## config.mk

```make
export PLATFORM = sky130hd
export DESIGN_NAME = button_debounce_long_press
export DESIGN_NICKNAME = d
export VERILOG_FILES = /design/src/rtl/bdlp_pkg.sv /design/src/rtl/button_debounce_long_press.sv /design/src/rtl/bdlp_cfg.sv /design/src/rtl/bdlp_simple_btn.sv /design/src/rtl/bdlp_mode_btn.sv
export SDC_FILE = /design/constraint.sdc
export NUM_CORES = 1
export LEC_CHECK = 0
export BUFFER_PORTS_ARGS = -buffer_cell sky130_fd_sc_hd__clkbuf_2
export CAP_MARGIN = 20
export CORE_MARGIN = 1
export CORE_UTILIZATION = 55
export DETAILED_ROUTE_END_ITERATION = 12
export PLACE_DENSITY_LB_ADDON = 0.2
export SYNTH_ARGS = -nofsm -noshare
export SYNTH_HDL_FRONTEND = slang
export SYNTH_SLANG_ARGS = --single-unit
```

## constraint.sdc

```tcl
create_clock -name clk -period 11.9 [get_ports clk]
set_input_delay 2.38 -clock clk [delete_from_list [all_inputs] [get_ports clk]]
set_output_delay 2.38 -clock clk [all_outputs]
set_load 0.01 [all_outputs]
```

## src/rtl/bdlp_pkg.sv

```systemverilog
// Shared types and constants of the button debounce and long-press block.
package bdlp_pkg;

	localparam int unsigned TIME_W = 32;
	localparam int unsigned CFG_W  = 16;
	localparam int unsigned ADDR_W = 3;
	localparam int unsigned DATA_W = 32;

	// Register values after reset.
	localparam logic [CFG_W-1:0] DEBOUNCE_RST   = 16'd50;
	localparam logic [CFG_W-1:0] LONG_PRESS_RST = 16'd2000;

	// Register select, taken from address bit 2.
	localparam logic REG_DEBOUNCE   = 1'b0;
	localparam logic REG_LONG_PRESS = 1'b1;

	// Bit positions in the pending flags and in the acknowledge mask.
	localparam int unsigned FLAG_MODE_CLICK  = 0;
	localparam int unsigned FLAG_MODE_LONG   = 1;
	localparam int unsigned FLAG_PLUS_CLICK  = 2;
	localparam int unsigned FLAG_MINUS_CLICK = 3;
	localparam int unsigned FLAG_W           = 4;

	typedef struct packed {
		logic [CFG_W-1:0] debounce_ms;
		logic [CFG_W-1:0] long_press_ms;
	} cfg_t;

	typedef struct packed {
		logic click;
		logic long_press;
	} mode_evt_t;

endpackage

```

## src/rtl/button_debounce_long_press.sv

```systemverilog
// Top level of the three-button debouncer with mode long-press detection.
// One sample is accepted every clock cycle while in_stall is low; each sample gives
// one result, passing through the input register and then the result register,
// with all flag updates done in the single combinational pass between them. A
// held result does not block intake: the input register still takes a sample while
// the result register is full, and in_stall rises only when both are full and
// out_stall is high. The debounce time (address 0) and the long-press time (address
// 4) are 16-bit millisecond values written over the APB port; the user must write
// them while no sample is in flight, which the block does not enforce; timestamps wrap modulo 2^32.
module button_debounce_long_press (
	input  logic                          clk,
	input  logic                          arst_n,
	input  logic                          psel,
	input  logic                          penable,
	input  logic                          pwrite,
	input  logic [bdlp_pkg::ADDR_W-1:0]   paddr,
	input  logic [bdlp_pkg::DATA_W-1:0]   pwdata,
	output logic [bdlp_pkg::DATA_W-1:0]   prdata,
	output logic                          pready,
	input  logic                          in_valid,
	output logic                          in_stall,
	input  logic [bdlp_pkg::TIME_W-1:0]   time_ms,
	input  logic                          mode_level,
	input  logic                          plus_level,
	input  logic                          minus_level,
	input  logic [bdlp_pkg::FLAG_W-1:0]   ack_mask,
	output logic                          out_valid,
	input  logic                          out_stall,
	output logic                          mode_click,
	output logic                          mode_long,
	output logic                          plus_click,
	output logic                          minus_click
);
	import bdlp_pkg::*;

	cfg_t              cfg;
	mode_evt_t         mode_evt;
	logic              valid_s1;
	logic [TIME_W-1:0] time_s1;
	logic              mode_level_s1;
	logic              plus_level_s1;
	logic              minus_level_s1;
	logic [FLAG_W-1:0] ack_s1;
	logic              advance;
	logic              in_take;
	logic              plus_press;
	logic              minus_press;
	logic [FLAG_W-1:0] pending_q;
	logic [FLAG_W-1:0] flags_now;
	logic              out_valid_q;
	logic [FLAG_W-1:0] out_flags_q;

	bdlp_cfg u_cfg (
		.clk     (clk),
		.arst_n  (arst_n),
		.psel    (psel),
		.penable (penable),
		.pwrite  (pwrite),
		.paddr   (paddr),
		.pwdata  (pwdata),
		.prdata  (prdata),
		.pready  (pready),
		.cfg     (cfg)
	);

	// Handshake: the sample in stage 1 moves on whenever the result slot frees.
	assign advance  = valid_s1 && (!out_valid_q || !out_stall);
	assign in_stall = valid_s1 && out_valid_q && out_stall;
	assign in_take  = in_valid && !in_stall;

	// Input register.
	always_ff @(posedge clk or negedge arst_n) begin
		if (!arst_n) begin
			valid_s1 <= 1'b0;
		end else if (in_take) begin
			valid_s1 <= 1'b1;
		end else if (advance) begin
			valid_s1 <= 1'b0;
		end
	end

	always_ff @(posedge clk) begin
		if (in_take) begin
			time_s1        <= time_ms;
			mode_level_s1  <= mode_level;
			plus_level_s1  <= plus_level;
			minus_level_s1 <= minus_level;
			ack_s1         <= ack_mask;
		end
	end

	bdlp_mode_btn u_mode (
		.clk          (clk),
		.arst_n       (arst_n),
		.step         (advance),
		.level        (mode_level_s1),
		.now          (time_s1),
		.cfg          (cfg),
		.long_pending (pending_q[FLAG_MODE_LONG]),
		.evt          (mode_evt)
	);

	bdlp_simple_btn u_plus (
		.clk         (clk),
		.arst_n      (arst_n),
		.step        (advance),
		.level       (plus_level_s1),
		.now         (time_s1),
		.debounce_ms (cfg.debounce_ms),
		.press       (plus_press)
	);

	bdlp_simple_btn u_minus (
		.clk         (clk),
		.arst_n      (arst_n),
		.step        (advance),
		.level       (minus_level_s1),
		.now         (time_s1),
		.debounce_ms (cfg.debounce_ms),
		.press       (minus_press)
	);

	// Flags reported for this sample: pending ones plus new events.
	always_comb begin
		flags_now                   = pending_q;
		flags_now[FLAG_MODE_CLICK]  = pending_q[FLAG_MODE_CLICK] | mode_evt.click;
		flags_now[FLAG_MODE_LONG]   = pending_q[FLAG_MODE_LONG] | mode_evt.long_press;
		flags_now[FLAG_PLUS_CLICK]  = pending_q[FLAG_PLUS_CLICK] | plus_press;
		flags_now[FLAG_MINUS_CLICK] = pending_q[FLAG_MINUS_CLICK] | minus_press;
	end

	// Pending flags drop the acknowledged bits after each report.
	always_ff @(posedge clk or negedge arst_n) begin
		if (!arst_n) begin
			pending_q <= '0;
		end else if (advance) begin
			pending_q <= flags_now & ~ack_s1;
		end
	end

	// Result register.
	always_ff @(posedge clk or negedge arst_n) begin
		if (!arst_n) begin
			out_valid_q <= 1'b0;
		end else if (advance) begin
			out_valid_q <= 1'b1;
		end else if (!out_stall) begin
			out_valid_q <= 1'b0;
		end
	end

	always_ff @(posedge clk) begin
		if (advance) begin
			out_flags_q <= flags_now;
		end
	end

	assign out_valid   = out_valid_q;
	assign mode_click  = out_flags_q[FLAG_MODE_CLICK];
	assign mode_long   = out_flags_q[FLAG_MODE_LONG];
	assign plus_click  = out_flags_q[FLAG_PLUS_CLICK];
	assign minus_click = out_flags_q[FLAG_MINUS_CLICK];

endmodule

```

## src/rtl/bdlp_cfg.sv

```systemverilog
// APB register file holding the debounce and long-press times.
module bdlp_cfg (
	input  logic                          clk,
	input  logic                          arst_n,
	input  logic                          psel,
	input  logic                          penable,
	input  logic                          pwrite,
	input  logic [bdlp_pkg::ADDR_W-1:0]   paddr,
	input  logic [bdlp_pkg::DATA_W-1:0]   pwdata,
	output logic [bdlp_pkg::DATA_W-1:0]   prdata,
	output logic                          pready,
	output bdlp_pkg::cfg_t                cfg
);
	import bdlp_pkg::*;

	logic             wr_en;
	logic [CFG_W-1:0] debounce_q;
	logic [CFG_W-1:0] long_press_q;

	assign pready = 1'b1;
	assign wr_en  = psel && penable && pwrite;

	// Register writes complete in the access phase of a transaction.
	always_ff @(posedge clk or negedge arst_n) begin
		if (!arst_n) begin
			debounce_q   <= DEBOUNCE_RST;
			long_press_q <= LONG_PRESS_RST;
		end else if (wr_en) begin
			case (paddr[2])
				REG_DEBOUNCE:   debounce_q   <= pwdata[CFG_W-1:0];
				REG_LONG_PRESS: long_press_q <= pwdata[CFG_W-1:0];
				default:        debounce_q   <= debounce_q;
			endcase
		end
	end

	// Read data is zero-extended to the bus width.
	always_comb begin
		case (paddr[2])
			REG_DEBOUNCE:   prdata = {{(DATA_W-CFG_W){1'b0}}, debounce_q};
			REG_LONG_PRESS: prdata = {{(DATA_W-CFG_W){1'b0}}, long_press_q};
			default:        prdata = '0;
		endcase
	end

	assign cfg.debounce_ms   = debounce_q;
	assign cfg.long_press_ms = long_press_q;

endmodule

```

## src/rtl/bdlp_simple_btn.sv

```systemverilog
// Debouncer for one plain button that reports accepted presses.
module bdlp_simple_btn (
	input  logic                          clk,
	input  logic                          arst_n,
	input  logic                          step,
	input  logic                          level,
	input  logic [bdlp_pkg::TIME_W-1:0]   now,
	input  logic [bdlp_pkg::CFG_W-1:0]    debounce_ms,
	output logic                          press
);
	import bdlp_pkg::*;

	logic              prev_q;
	logic [TIME_W-1:0] edge_time_q;
	logic [TIME_W-1:0] since_edge;
	logic              changed;
	logic              accepted;

	// An edge counts only when more than the debounce time has elapsed.
	assign changed    = level != prev_q;
	assign since_edge = now - edge_time_q;
	assign accepted   = changed && (since_edge > {{(TIME_W-CFG_W){1'b0}}, debounce_ms});
	assign press      = step && accepted && !level;

	// The stored level follows every change; the edge time only accepted ones.
	always_ff @(posedge clk or negedge arst_n) begin
		if (!arst_n) begin
			prev_q      <= 1'b1;
			edge_time_q <= '0;
		end else if (step) begin
			prev_q <= level;
			if (accepted) begin
				edge_time_q <= now;
			end
		end
	end

endmodule

```

## src/rtl/bdlp_mode_btn.sv

```systemverilog
// Debouncer for the mode button with short-click and long-press detection.
module bdlp_mode_btn (
	input  logic                          clk,
	input  logic                          arst_n,
	input  logic                          step,
	input  logic                          level,
	input  logic [bdlp_pkg::TIME_W-1:0]   now,
	input  bdlp_pkg::cfg_t                cfg,
	input  logic                          long_pending,
	output bdlp_pkg::mode_evt_t           evt
);
	import bdlp_pkg::*;

	logic              prev_q;
	logic [TIME_W-1:0] edge_time_q;
	logic              holding_q;
	logic [TIME_W-1:0] hold_start_q;
	logic [TIME_W-1:0] since_edge;
	logic [TIME_W-1:0] since_hold;
	logic [TIME_W-1:0] debounce_ext;
	logic [TIME_W-1:0] long_ext;
	logic              accepted;
	logic              press;
	logic              release_hold;
	logic              holding_mid;
	logic [TIME_W-1:0] hold_age;
	logic              long_hit;

	assign debounce_ext = {{(TIME_W-CFG_W){1'b0}}, cfg.debounce_ms};
	assign long_ext     = {{(TIME_W-CFG_W){1'b0}}, cfg.long_press_ms};

	// Edge qualification against the debounce time.
	assign since_edge   = now - edge_time_q;
	assign since_hold   = now - hold_start_q;
	assign accepted     = (level != prev_q) && (since_edge > debounce_ext);
	assign press        = accepted && !level;
	assign release_hold = accepted && level && holding_q;

	// Hold state after the edge; a fresh press has zero age.
	assign holding_mid = press || (holding_q && !release_hold);
	assign hold_age    = press ? '0 : since_hold;
	assign long_hit    = holding_mid && !long_pending && (hold_age >= long_ext);

	assign evt.click      = step && release_hold && (since_hold < long_ext);
	assign evt.long_press = step && long_hit;

	always_ff @(posedge clk or negedge arst_n) begin
		if (!arst_n) begin
			prev_q       <= 1'b1;
			edge_time_q  <= '0;
			holding_q    <= 1'b0;
			hold_start_q <= '0;
		end else if (step) begin
			prev_q    <= level;
			holding_q <= holding_mid && !long_hit;
			if (accepted) begin
				edge_time_q <= now;
			end
			if (press) begin
				hold_start_q <= now;
			end
		end
	end

endmodule

```

# Yosys cells after proc, flatten, opt, wreduce, memory -nomap -nowiden
# Cells that the tools add are included.
# classes
addsub	4
mul	0
div	0
n_lt_le_gt_ge	5
n_eq_ne	4
shifts	0
muxes	6
bitwise	7
reduce_logical	41
# ops
cell	n
$sub 32x32->32	4
$gt 32x16->1	3
$pmux 32 s2	1
$ge 32x16->1	1
$lt 32x16->1	1
$mux 32	1
$logic_and 1x1->1	23
$reduce_and 2->1	6
$logic_not 1->1	9
$and 4x4->4	1
$mux 1	4
$not 4->4	1
$or 1x1->1	4
$ne 1x1->1	3
$logic_or 1x1->1	2
$ne 2x1->1 const B	1
$reduce_bool 2->1	1
$not 1->1	1
# word_totals
ff_bits	213
latch_bits	0
ramBits	0
mem_bits_ro	0
input_bits	81
word_cells	86
memories	0

# Longest topological paths before layout
# Gate-level depths: netlist of run 1.
# depth
ltp_word	13
depth_mapped	34
mapped_depth_nobuf	34

# Hierarchy
# A second synthesis of run 1 with hierarchy kept.
# unflattened
hier_cells	2044
area_unflattened_um2	19140.9
# by_module_without_submodules
module	instances	cells_per_inst	area_per_inst_um2
bdlp_mode_btn	1	977	8236.6
bdlp_simple_btn (u_minus)	1	472	4015.1
bdlp_simple_btn (u_plus)	1	423	3724.8
bdlp_cfg	1	105	1609.0
button_debounce_long_press	1	67	1555.2

# Worst setup path after synthesis of run 1
# Ideal clock, no wire load.
# synth_timing
path_kind	flip-flop to flip-flop
startpoint	register time_s1[1]
endpoint	register out_flags_q[1], data pin
setup_ns	0.258
arrival_ns	6.091
required_time_ns	11.642
setup_slack_ns	5.551
path_stages_with_launch	32
n_path_buf	0
period_less_slack_ns	6.349
path_cell_list	edfxtp_1 > inv_1 > fa_1 > nand2b_1 > a21oi_1 > o21ai_0 > nand2b_1 > a21oi_1 > o21a_1 > nor3_1 > nor2_1 > xnor2_1 > ha_1 > nand4_1 > or4_1 > a32oi_1 > nand4b_1 > nor3_1 > a21bo_2 > nand2b_1 > ha_1 > nand2b_1 > a21o_1 > a21o_1 > a21o_1 > a21o_1 > a2111oi_0 > o21bai_1 > a41oi_1 > o21a_1 > o21ai_1 > a31o_1
# synth_via
elab_chain_cells	12
# synth_rtl
item	line	rtl
start: declaration	button_debounce_long_press.sv:39	logic [TIME_W-1:0] time_s1;
start signal: assignment	button_debounce_long_press.sv:84	time_s1 <= time_ms;
branches (longest 9 deep; another with $sub 32x32->32)	n/a	
$logic_and 1x1->1 *	bdlp_mode_btn.sv:42	assign long_hit = holding_mid && !long_pending && (hold_age >= long_ext);
$logic_and 1x1->1 *	bdlp_mode_btn.sv:45	assign evt.long_press = step && long_hit;
$or 1x1->1 *	button_debounce_long_press.sv:127	flags_now[FLAG_MODE_LONG] = pending_q[FLAG_MODE_LONG] | mode_evt.long_press;
via flags_now[1]	button_debounce_long_press.sv:49	logic [FLAG_W-1:0] flags_now;
end signal: assignment	button_debounce_long_press.sv:154	out_flags_q <= flags_now;
end: declaration	button_debounce_long_press.sv:51	logic [FLAG_W-1:0] out_flags_q;
# Mark *: on every way through the listed nets, which the timed path passes.
# A chain may end at the register's enable or synchronous reset.

# Worst setup path in the final report of run 1
# layout_timing
startpoint	register time_s1[1]
endpoint	register pending_q[1]
# layout_via
elab_chain_cells	13
# layout_rtl
item	line	rtl
branches (longest 9 deep; another with $sub 32x32->32)	n/a	
$logic_and 1x1->1 *	bdlp_mode_btn.sv:42	
$logic_and 1x1->1 *	bdlp_mode_btn.sv:45	
$or 1x1->1 *	button_debounce_long_press.sv:127	
via flags_now[1]	button_debounce_long_press.sv:49	
$and 4x4->4 *	button_debounce_long_press.sv:137	pending_q <= flags_now & ~ack_s1;
end signal: assignment	button_debounce_long_press.sv:137	
end: declaration	button_debounce_long_press.sv:48	logic [FLAG_W-1:0] pending_q;
# Marks and branches as above.

==> results of run 1 <==
-- registers in the layout, summed over array words and instances, names as in the netlist, 4 cells and up --
signal	cells
pending_q	4
ack_s1	4
u_minus.edge_time_q	32
u_mode.hold_start_q	32
time_s1	32
out_flags_q	4
u_cfg.debounce_q	16
u_mode.edge_time_q	32
u_plus.edge_time_q	32
u_cfg.long_press_q	16
-- path summary, 6_finish.rpt --
| path | startpoint | endpoint | depth (start not counted) |
|---|---|---|---|
| min | ack_s1[1] | pending_q[1] | 1 |
| max reg2reg | time_s1[1] | pending_q[1] | 32 |
| min reg2reg | ack_s1[1] | pending_q[1] | 1 |
| max | time_s1[1] | pending_q[1] | 32 |
| min in group asynchronous | arst_n | u_minus.edge_time_q[3] | 1 |
| max in group asynchronous | arst_n | u_mode.hold_start_q[2] | 2 |
-- logic make-up (layout without fill, tap and decap cells) --
family	count (synthesis)	count (layout)	synth area share
simple gates	436	436	0.125
flops	213	213	0.312
xor+xnor	97	97	0.0476
buf+inv	264	335	0.0628
mux	167	167	0.111
fa+ha+maj	207	207	0.147
other cells	2	19	0.000421
compound gates	523	523	0.194
-- stage by stage --
step	setup WS, ns	total power [W]	cell area (um^2)	utilization	std cells
3_3_place_gp	4.18	0.00378	18500	0.583	2348
3_5_place_dp	4.02	0.00387	18500	0.583	2348
2_1_floorplan	5.55	0.00326	17900	-	1924
5_1_grt	3.36	0.00515	19400	0.612	2398
4_1_cts	3.99	0.00474	19400	0.612	2397
6_report	4.03	0.00473	19400	0.612	2399
-- placed cells by master (no fill, tap or decap), types with 10 or more instances in the layout --
cell type and n:
and3_1 12, dfstp_2 12, nor3_1 34, nand3_1 25, xnor2_1 65, inv_1 193, o21ai_0 91, and2_1 23
nand2_1 118, nand4_1 30, mux2_2 82, nor2b_1 22, o211ai_1 19, a21boi_0 11, a21oi_1 145, o21a_1 28
o21bai_1 20, clkbuf_2 83, dfrtp_1 158, a31oi_1 15, clkbuf_16 27, or3_1 12, o31ai_1 10, nand2b_1 27
xor2_1 32, a211oi_1 19, a21o_1 86, conb_1 17, nor4_1 11, nor2_1 83, mux2_1 46, edfxtp_1 43
mux2i_1 10, mux2_4 29, ha_1 203
-- where the power goes --
group          switching, W  internal (W)
Combinational       0.00156       0.00125
Sequential         0.000129      0.000956
Clock              0.000329      0.000505
Total               0.00202       0.00271
-- critical path: cells and delay by family (launching register included) --
kind | cells | cell delay [ns]
adder cells (fa/ha/maj) | 3 | 1.07
AND/OR/NAND/NOR | 10 | 2.01
AO/OA/AOI/OAI | 17 | 3.54
XOR/XNOR | 1 | 0.13
flip-flops | 1 | 0.67
buffers and inverters | 1 | 0.27
-- metal layers --
layer	GRT usage	vias up	routed length, um
li1	-	7032	-
met1	0.365	6939	20400
met2	0.444	346	20200
met3	0.0251	85	1930
met4	0.0877	0	1390
met5	0	-	0
-- final cells by class --
| class | instances | area, um^2 |
|---|---|---|
| fill | 2747 | 12300 |
| clock buffer | 30 | 687 |
| antenna | 2 | 5.00 |
| clock inverter | 19 | 220 |
| timing repair buffer | 93 | 494 |
| tap | 402 | 503 |
| sequential | 213 | 5560 |
| multi-input combinational | 1447 | 11200 |
| inverter | 193 | 724 |
==> results.json, run 1 <==
{
  "outcome": "completed",
  "grt_max_degree": 99,
  "cts_max_level": 1,
  "synth_most_common_cell": "ha_1",
  "wl_um": 44000,
  "cp.arrival_ns": 8.25,
  "cts_tree": "yes",
  "cts-buffers-inserted": 27,
  "ys.flop_type": "dfrtp_1",
  "io_pins": 120,
  "worst_clock_skew_ns": 0.0122,
  "viasPerCell": 6.00,
  "synth_edf_count": 43,
  "yosysTopAreaCell": "dfrtp_1",
  "dieWidth_um": 182,
  "power_density_mw_per_mm2": 244,
  "ys_seq_area_frac": 0.312,
  "critPathSlowestCell": "edfxtp_1",
  "clock-sinks": 213,
  "worst_setup_path_end_kind": "flop",
  "holdCritPathClass": "reg -> reg",
  "insertion_delay_ns": 0.54,
  "crit_fanout": 17,
  "die_h_um": 182,
  "syn_area_mm2": 0.0178,
  "ir_drop_mv": 0.146,
  "netlist_instances": 1909,
  "cts_root_buffer": "clkbuf_16",
  "num_rows": 65,
  "vias": 14400,
  "cp-start-kind": "flop",
  "route.detailed.drc": 0,
  "start_util": 0.562,
  "cpPeakStageDelay_ns": 0.67,
  "core_area_mm2": 0.0317,
  "drv_cap": 0,
  "cp.required_ns": 12.28,
  "post_drt_wl_per_cell_um": 18.3,
  "finalCritPeriodShare": 0.661,
  "dieArea_mm2": 0.0331,
  "synth_common_cells": "203 x ha_1, 193 x inv_1, 158 x dfrtp_1",
  "timing.hold.ws_ns": 0.431,
  "min_period_ns": 7.87,
  "final_layout_size_suffix_gt1_frac": 0.142,
  "tightestPinTransition_ns": 1.08,
  "async_flop_share": 0.798,
  "synthDistinctLibCells": 89,
  "rrSetupSlack_ns": 4.03,
  "fin_nets": 2263,
  "cts.repair.resized": 0,
  "hold_viol_final": 0,
  "critPathKind": "reg -> reg",
  "finalSetupTns_ns": 0,
  "synth_top_area_share": 0.222,
  "cts_setup_buffers": 0,
  "globalRouteTotalUtil": 0.266,
  "ys_ff_latch": 213,
  "slew_headroom": 0.273,
  "dp_hpwl_um": 34400,
  "yosysWarnings": 0,
  "fmax_ghz": 0.127,
  "p_leak_nw": 9.17,
  "ant_nets": 0,
  "port_buffers": 84,
  "avgSynthCellArea_um2": 9.34,
  "grt_pass1_vias": 13900,
  "gr-total-overflow": 0,
  "hold_buffers": 0,
  "cts_max_path_buffers": 3,
  "drt-initial-drc-count": 685,
  "grt_pass1_wl_um": 71000,
  "rsz0062_at_grt": "false",
  "drtPass1Iterations": 4,
  "setup_viol": 0,
  "synth.area.top_cells": "dfrtp_1 22%, ha_1 14%, edfxtp_1 7.2%, mux2_2 5.2%, a21oi_1 4.1%",
  "clk_pin_slew_ns": 0.06,
  "slew_viol_final": 0,
  "antenna_found_initial": 1,
  "gp_congestion": 0.925,
  "area.growth.synth_to_final_pct": 8.85
}
Power figures use the tool's default switching activity.
==> inputs of run 2 (changes only) <==
--- a/config.mk
+++ b/config.mk
@@ -5,6 +5,7 @@
 export SDC_FILE = /design/constraint.sdc
 export NUM_CORES = 1
 export LEC_CHECK = 0
+export ABC_AREA = 1
 export BUFFER_PORTS_ARGS = -buffer_cell sky130_fd_sc_hd__clkbuf_2
 export CAP_MARGIN = 20
 export CORE_MARGIN = 1
==> constraint.sdc (replaced) <==
create_clock -name clk -period 7.6 [get_ports clk]
set_input_delay 1.52 -clock clk [delete_from_list [all_inputs] [get_ports clk]]
set_output_delay 1.52 -clock clk [all_outputs]
set_load 0.01 [all_outputs]
==> run 2 against run 1 <==
Non-clock buffer count is 1 lower. Sequential cell count did not move. Critical path type unchanged. Combinational power is 120% higher. Sequential power rose by 71%. Power is 97% higher. Core utilization shrank 0.62 points. Sequential share of layout area decreased by 2.2 points. Via count grew 33%. Highest routed layer unchanged. Area after synthesis up 9.3%. Clock-buffer cell count rose by 8.
==> results.json, run 2 <==
{
  "globalRouteTotalUtil": 0.344,
  "synth_common_cells": "940 x nand2_1, 563 x inv_1, 226 x nor2_1",
  "tightestPinTransition_ns": 0.947,
  "path_buf_inv": 3,
  "critPathKind": "reg -> reg",
  "setup_viol": 0,
  "power_density_mw_per_mm2": 443,
  "num_rows": 68,
  "final_cell_mix": "940 x nand2_1, 562 x inv_1, 226 x nor2_1, 203 x ha_1, 186 x o21ai_0",
  "netlist_instances": 2952,
  "cts_root_buffer": "clkbuf_16",
  "cts_max_level": 1,
  "vias": 19200,
  "mostFrequentLayoutCell": "nand2_1",
  "hp-start": "valid_s1",
  "cpPeakStageDelay_ns": 0.71,
  "holdCritPathClass": "reg -> reg",
  "p_leak_nw": 11.6,
  "seq_area_mm2": 0.00556,
  "antennaDiodeCount": 0,
  "io_pins": 120,
  "fin_nets": 3321,
  "ys_ff_latch": 213,
  "gp_congestion": 1.05,
  "critPathTopFamily": "simple AND/OR/NAND/NOR gates",
  "insertion_delay_ns": 0.57,
  "die_h_um": 190,
  "synthDistinctLibCells": 51,
  "drtPass1Iterations": 6,
  "post_drt_wl_per_cell_um": 17.7,
  "cts_max_path_buffers": 3,
  "async_flop_share": 0.798,
  "clk_pin_slew_ns": 0.06,
  "area.growth.synth_to_final_pct": 7.87,
  "dp_hpwl_um": 50600,
  "rsz0062_at_grt": "false",
  "multiInputGateArea_mm2": 0.0115,
  "hold_viol_final": 0,
  "viasPerCell": 5.47,
  "slew_headroom": 0.362,
  "finalCritPeriodShare": 0.796,
  "core_area_mm2": 0.0347,
  "dieWidth_um": 190,
  "gr-total-overflow": 0,
  "synth.area.top_cells": "dfrtp_1 20%, nand2_1 18%, ha_1 13%, inv_1 11%, edfxtp_1 6.6%",
  "final_layout_size_suffix_gt1_frac": 0.0662,
  "crit_start": "time_s1[1]",
  "crit-reg2reg-launch": "time_s1[1]",
  "ys.flop_type": "dfrtp_1",
  "grt_pass1_vias": 18600,
  "ys_seq_area_frac": 0.285,
  "timing.hold.ws_ns": 0.482,
  "worst_setup_path_end_kind": "flop",
  "synth_edf_count": 43,
  "drv_cap": 0,
  "slew_viol_final": 0,
  "dieArea_mm2": 0.0362,
  "route.detailed.drc": 0,
  "critPathSlowestCell": "edfxtp_1",
  "grt_pass1_wl_um": 95800,
  "synth_most_common_cell": "nand2_1",
  "cp.required_ns": 7.90,
  "antenna_found_initial": 0,
  "outcome": "completed",
  "ant_nets": 0,
  "yosysTopAreaCell": "dfrtp_1",
  "ir_drop_mv": 0.334,
  "cp.arrival_ns": 6.35,
  "start_util": 0.562,
  "grt_max_degree": 70,
  "clock-sinks": 213,
  "syn_area_mm2": 0.0195,
  "avgSynthCellArea_um2": 6.60,
  "min_period_ns": 6.05,
  "nFillCells": 3341,
  "crit_top_cell": "nand2_1",
  "drt-initial-drc-count": 1597,
  "hold_buffers": 0,
  "crit_fanout": 17,
  "cts_tree": "yes",
  "fmax_ghz": 0.165,
  "cts.repair.resized": 0,
  "yosysWarnings": 0,
  "synth_top_area_share": 0.203,
  "postPlaceCellArea_mm2": 0.0202,
  "power_w": 0.00932,
  "worst_clock_skew_ns": 0.0302,
  "cts_setup_buffers": 0,
  "finalSetupTns_ns": 0,
  "wl_um": 62200,
  "port_buffers": 84,
  "cp-start-kind": "flop",
  "design_area_mm2": 0.0210,
  "cts-buffers-inserted": 25
}
[run 2: final timing paths]
path | endpoint | slack [ns] | depth (start not counted)
min in group asynchronous | u_cfg.debounce_q[0] | 0.87 | 1
worst max register to register | out_flags_q[1] | 1.55 | 32
worst min-delay path | out_valid | 0.48 | 2
worst min register to register | out_valid | 0.48 | 2
worst max-delay path | out_flags_q[1] | 1.55 | 32
max in group asynchronous | u_minus.edge_time_q[27] | 5.45 | 2
[run 2: cell families (layout without fill, tap and decap cells)]
| family | after synthesis | in the layout | synth area share |
|---|---|---|---|
| AO/OA/AOI/OAI | 434 | 434 | 0.123 |
| XOR/XNOR | 68 | 68 | 0.0305 |
| adder cells (fa/ha/maj) | 207 | 207 | 0.134 |
| buffers and inverters | 618 | 703 | 0.130 |
| flip-flops | 213 | 213 | 0.285 |
| other | 2 | 17 | 0.000385 |
| AND/OR/NAND/NOR | 1410 | 1410 | 0.297 |
[run 2: worst min-delay path, stage by stage (launching register included)]
cell and delay [ns]:
dfrtp_1 0.32, inv_1 0.06, nand2_1 0.07
[run 2: cell type report]
type,instances,share of cell area
flip-flops and latches,213,0.264
multi-input cells,2136,0.545
clock inverters,8,0.00363
inverters,565,0.101
well taps,455,0.0271
clock buffers,38,0.0350
repair buffers,92,0.0237
[run 2: where the power goes]
part | internal [W] | leakage [nW] | switching [W]
clock | 0.000677 | 0.393 | 0.000518
combinational | 0.00219 | 8.70 | 0.00409
sequential | 0.00158 | 2.52 | 0.000276
[run 2: routing by layer]
layer,GRT usage,up-vias,part of all wire
met3,0.0335,142,0.059
met2,0.604,634,0.48
met1,0.442,8964,0.43
met4,0.110,0,0.035
li1,-,9437,-
met5,0,-,0
[run 2: per-stage QoR]
step | setup slack (ns) | std cells | utilization
global placement | 1.80 | 3460 | 0.582
finish | 1.55 | 3507 | 0.606
floorplan | 3.03 | 2967 | -
global route | 1.22 | 3507 | 0.606
CTS | 1.66 | 3506 | 0.605
detailed placement | 1.70 | 3460 | 0.582
==> inputs of run 3 (changes only) <==
==> constraint.sdc (replaced) <==
create_clock -name clk -period 6.2 [get_ports clk]
set_input_delay 1.24 -clock clk [delete_from_list [all_inputs] [get_ports clk]]
set_output_delay 1.24 -clock clk [all_outputs]
set_load 0.01 [all_outputs]
==> run 3 against run 2 <==
Setup slack got worse by 0.85 ns. Design area increased by 0.26%. Worst hold slack got worse by 0.0020 ns. Highest routed layer unchanged. First-iteration DRC count decreased by 17%. Sequential cell count unchanged. Critical path depth increased by 1. Sequential share of layout area decreased by 0.069 points.
==> results.json, run 3 (synthesis results as in run 2) <==
{
  "outcome": "completed",
  "insertion_delay_ns": 0.55,
  "post_drt_wl_per_cell_um": 17.6,
  "hold_buffers": 0,
  "area.growth.synth_to_final_pct": 8.15,
  "clock-sinks": 213,
  "dp_hpwl_um": 50600,
  "fin_nets": 3330,
  "dieArea_mm2": 0.0362,
  "clk_pin_slew_ns": 0.06,
  "final_layout_size_suffix_gt1_frac": 0.0686,
  "cp.arrival_ns": 5.81,
  "hold_viol_final": 0,
  "cts_max_level": 1,
  "vias": 19200,
  "worst_setup_path_end_kind": "flop",
  "drt-initial-drc-count": 1326,
  "viasPerCell": 5.46,
  "final_cell_mix": "940 x nand2_1, 562 x inv_1, 226 x nor2_1, 203 x ha_1, 186 x o21ai_0",
  "cts_setup_buffers": 0,
  "setup_viol": 0,
  "drv_cap": 0,
  "slew_headroom": 0.326,
  "mostFrequentLayoutCell": "nand2_1",
  "crit_fanout": 17,
  "gr-total-overflow": 0,
  "grt_max_degree": 65,
  "finalCritPeriodShare": 0.887,
  "globalRouteTotalUtil": 0.341,
  "fmax_ghz": 0.182,
  "tightestPinTransition_ns": 1.01,
  "cp-start-kind": "flop",
  "dieWidth_um": 190,
  "min_period_ns": 5.50,
  "route.detailed.drc": 0,
  "core_area_mm2": 0.0347,
  "drtPass1Iterations": 5,
  "finalSetupTns_ns": 0,
  "cts_tree": "yes",
  "gp_congestion": 0.984,
  "ir_drop_mv": 0.315,
  "antenna_found_initial": 0,
  "wl_um": 61700,
  "crit_top_cell": "nand2_1",
  "layout_setup_ws_ns": 0.698,
  "slew_viol_final": 0,
  "port_buffers": 84,
  "critPathSlowestCell": "edfxtp_1",
  "power_density_mw_per_mm2": 543,
  "num_rows": 68,
  "critPathKind": "reg -> reg",
  "grt_pass1_wl_um": 95400,
  "ant_nets": 0,
  "cts_root_buffer": "clkbuf_16",
  "holdCritPathClass": "reg -> reg",
  "cts.repair.resized": 0,
  "cts_max_path_buffers": 3,
  "dp_slack_ns": 0.753,
  "cpPeakStageDelay_ns": 0.53,
  "start_util": 0.562,
  "rsz0062_at_grt": "false",
  "min_path_cells": 2,
  "die_h_um": 190,
  "cp.required_ns": 6.50,
  "worst_r2r_path_depth": 33,
  "antennaDiodeCount": 0,
  "grt_pass1_vias": 18500,
  "io_pins": 120,
  "worst_clock_skew_ns": 0.0150,
  "timing.hold.ws_ns": 0.480,
  "p_leak_nw": 11.7,
  "cts-buffers-inserted": 25
}
==> run 3: cell types whose count changed in the layout (fill, tap and decap cells not counted), moves of 2 or more <==
cell       previous run  this run
buf_4                 7        17
clkinv_2              1         5
bufinv_16             0         3
clkinv_4              4         1
clkbuf_1              8         6
clkbuf_8              4         2
==> run 3: final cells by class <==
class	count	area (um^2)
timing repair buffer	101	554
sequential	213	5560
tap	455	569
inverter	565	2130
fill	3312	13600
clock inverter	11	136
multi-input combinational	2136	11500
clock buffer	33	676
==> run 3: critical path: cells and delay by family (launching register included) <==
kind / cells / cell delay, ns
XOR/XNOR: 1 / 0.17
adder cells (fa/ha/maj): 3 / 0.98
flip-flops: 1 / 0.53
AO/OA/AOI/OAI: 5 / 0.97
AND/OR/NAND/NOR: 22 / 2.44
buffers and inverters: 2 / 0.16
==> run 3: metal layers <==
layer	global-route usage	up-vias	wire (um)	share of wire
li1	-	9461	-	-
met1	0.435	8966	26300	0.43
met2	0.598	649	29600	0.48
met3	0.0410	112	3860	0.063
met4	0.110	0	1900	0.031
met5	0	-	0	0
==> run 3: power by group <==
group / total [W] / switching, W / internal, W
registers: 0.00227 / 0.000334 / 0.00193
clock network: 0.00151 / 0.000617 / 0.000888
logic: 0.00767 / 0.00499 / 0.00268
total: 0.0114 / 0.00594 / 0.00550
==> run 3: path summary, 6_finish.rpt <==
check	startpoint	endpoint	slack, ns
min in group asynchronous	arst_n	u_cfg.debounce_q[0]	0.68
max reg2reg	time_s1[13]	out_flags_q[1]	0.70
max in group asynchronous	arst_n	u_mode.edge_time_q[16]	4.33
min	u_mode.hold_start_q[30]	u_mode.hold_start_q[30]	0.48
max	time_s1[13]	out_flags_q[1]	0.70
min reg2reg	u_mode.hold_start_q[30]	u_mode.hold_start_q[30]	0.48
==> run 3: stage by stage <==
step | power [W] | cells | area (um^2) | util
floorplan | 0.00778 | 2967 | 19600 | -
global placement | 0.00955 | 3470 | 20300 | 0.584
detailed placement | 0.00978 | 3470 | 20300 | 0.584
CTS | 0.0113 | 3514 | 21100 | 0.607
global route | 0.0125 | 3514 | 21100 | 0.607
finish | 0.0114 | 3514 | 21100 | 0.607
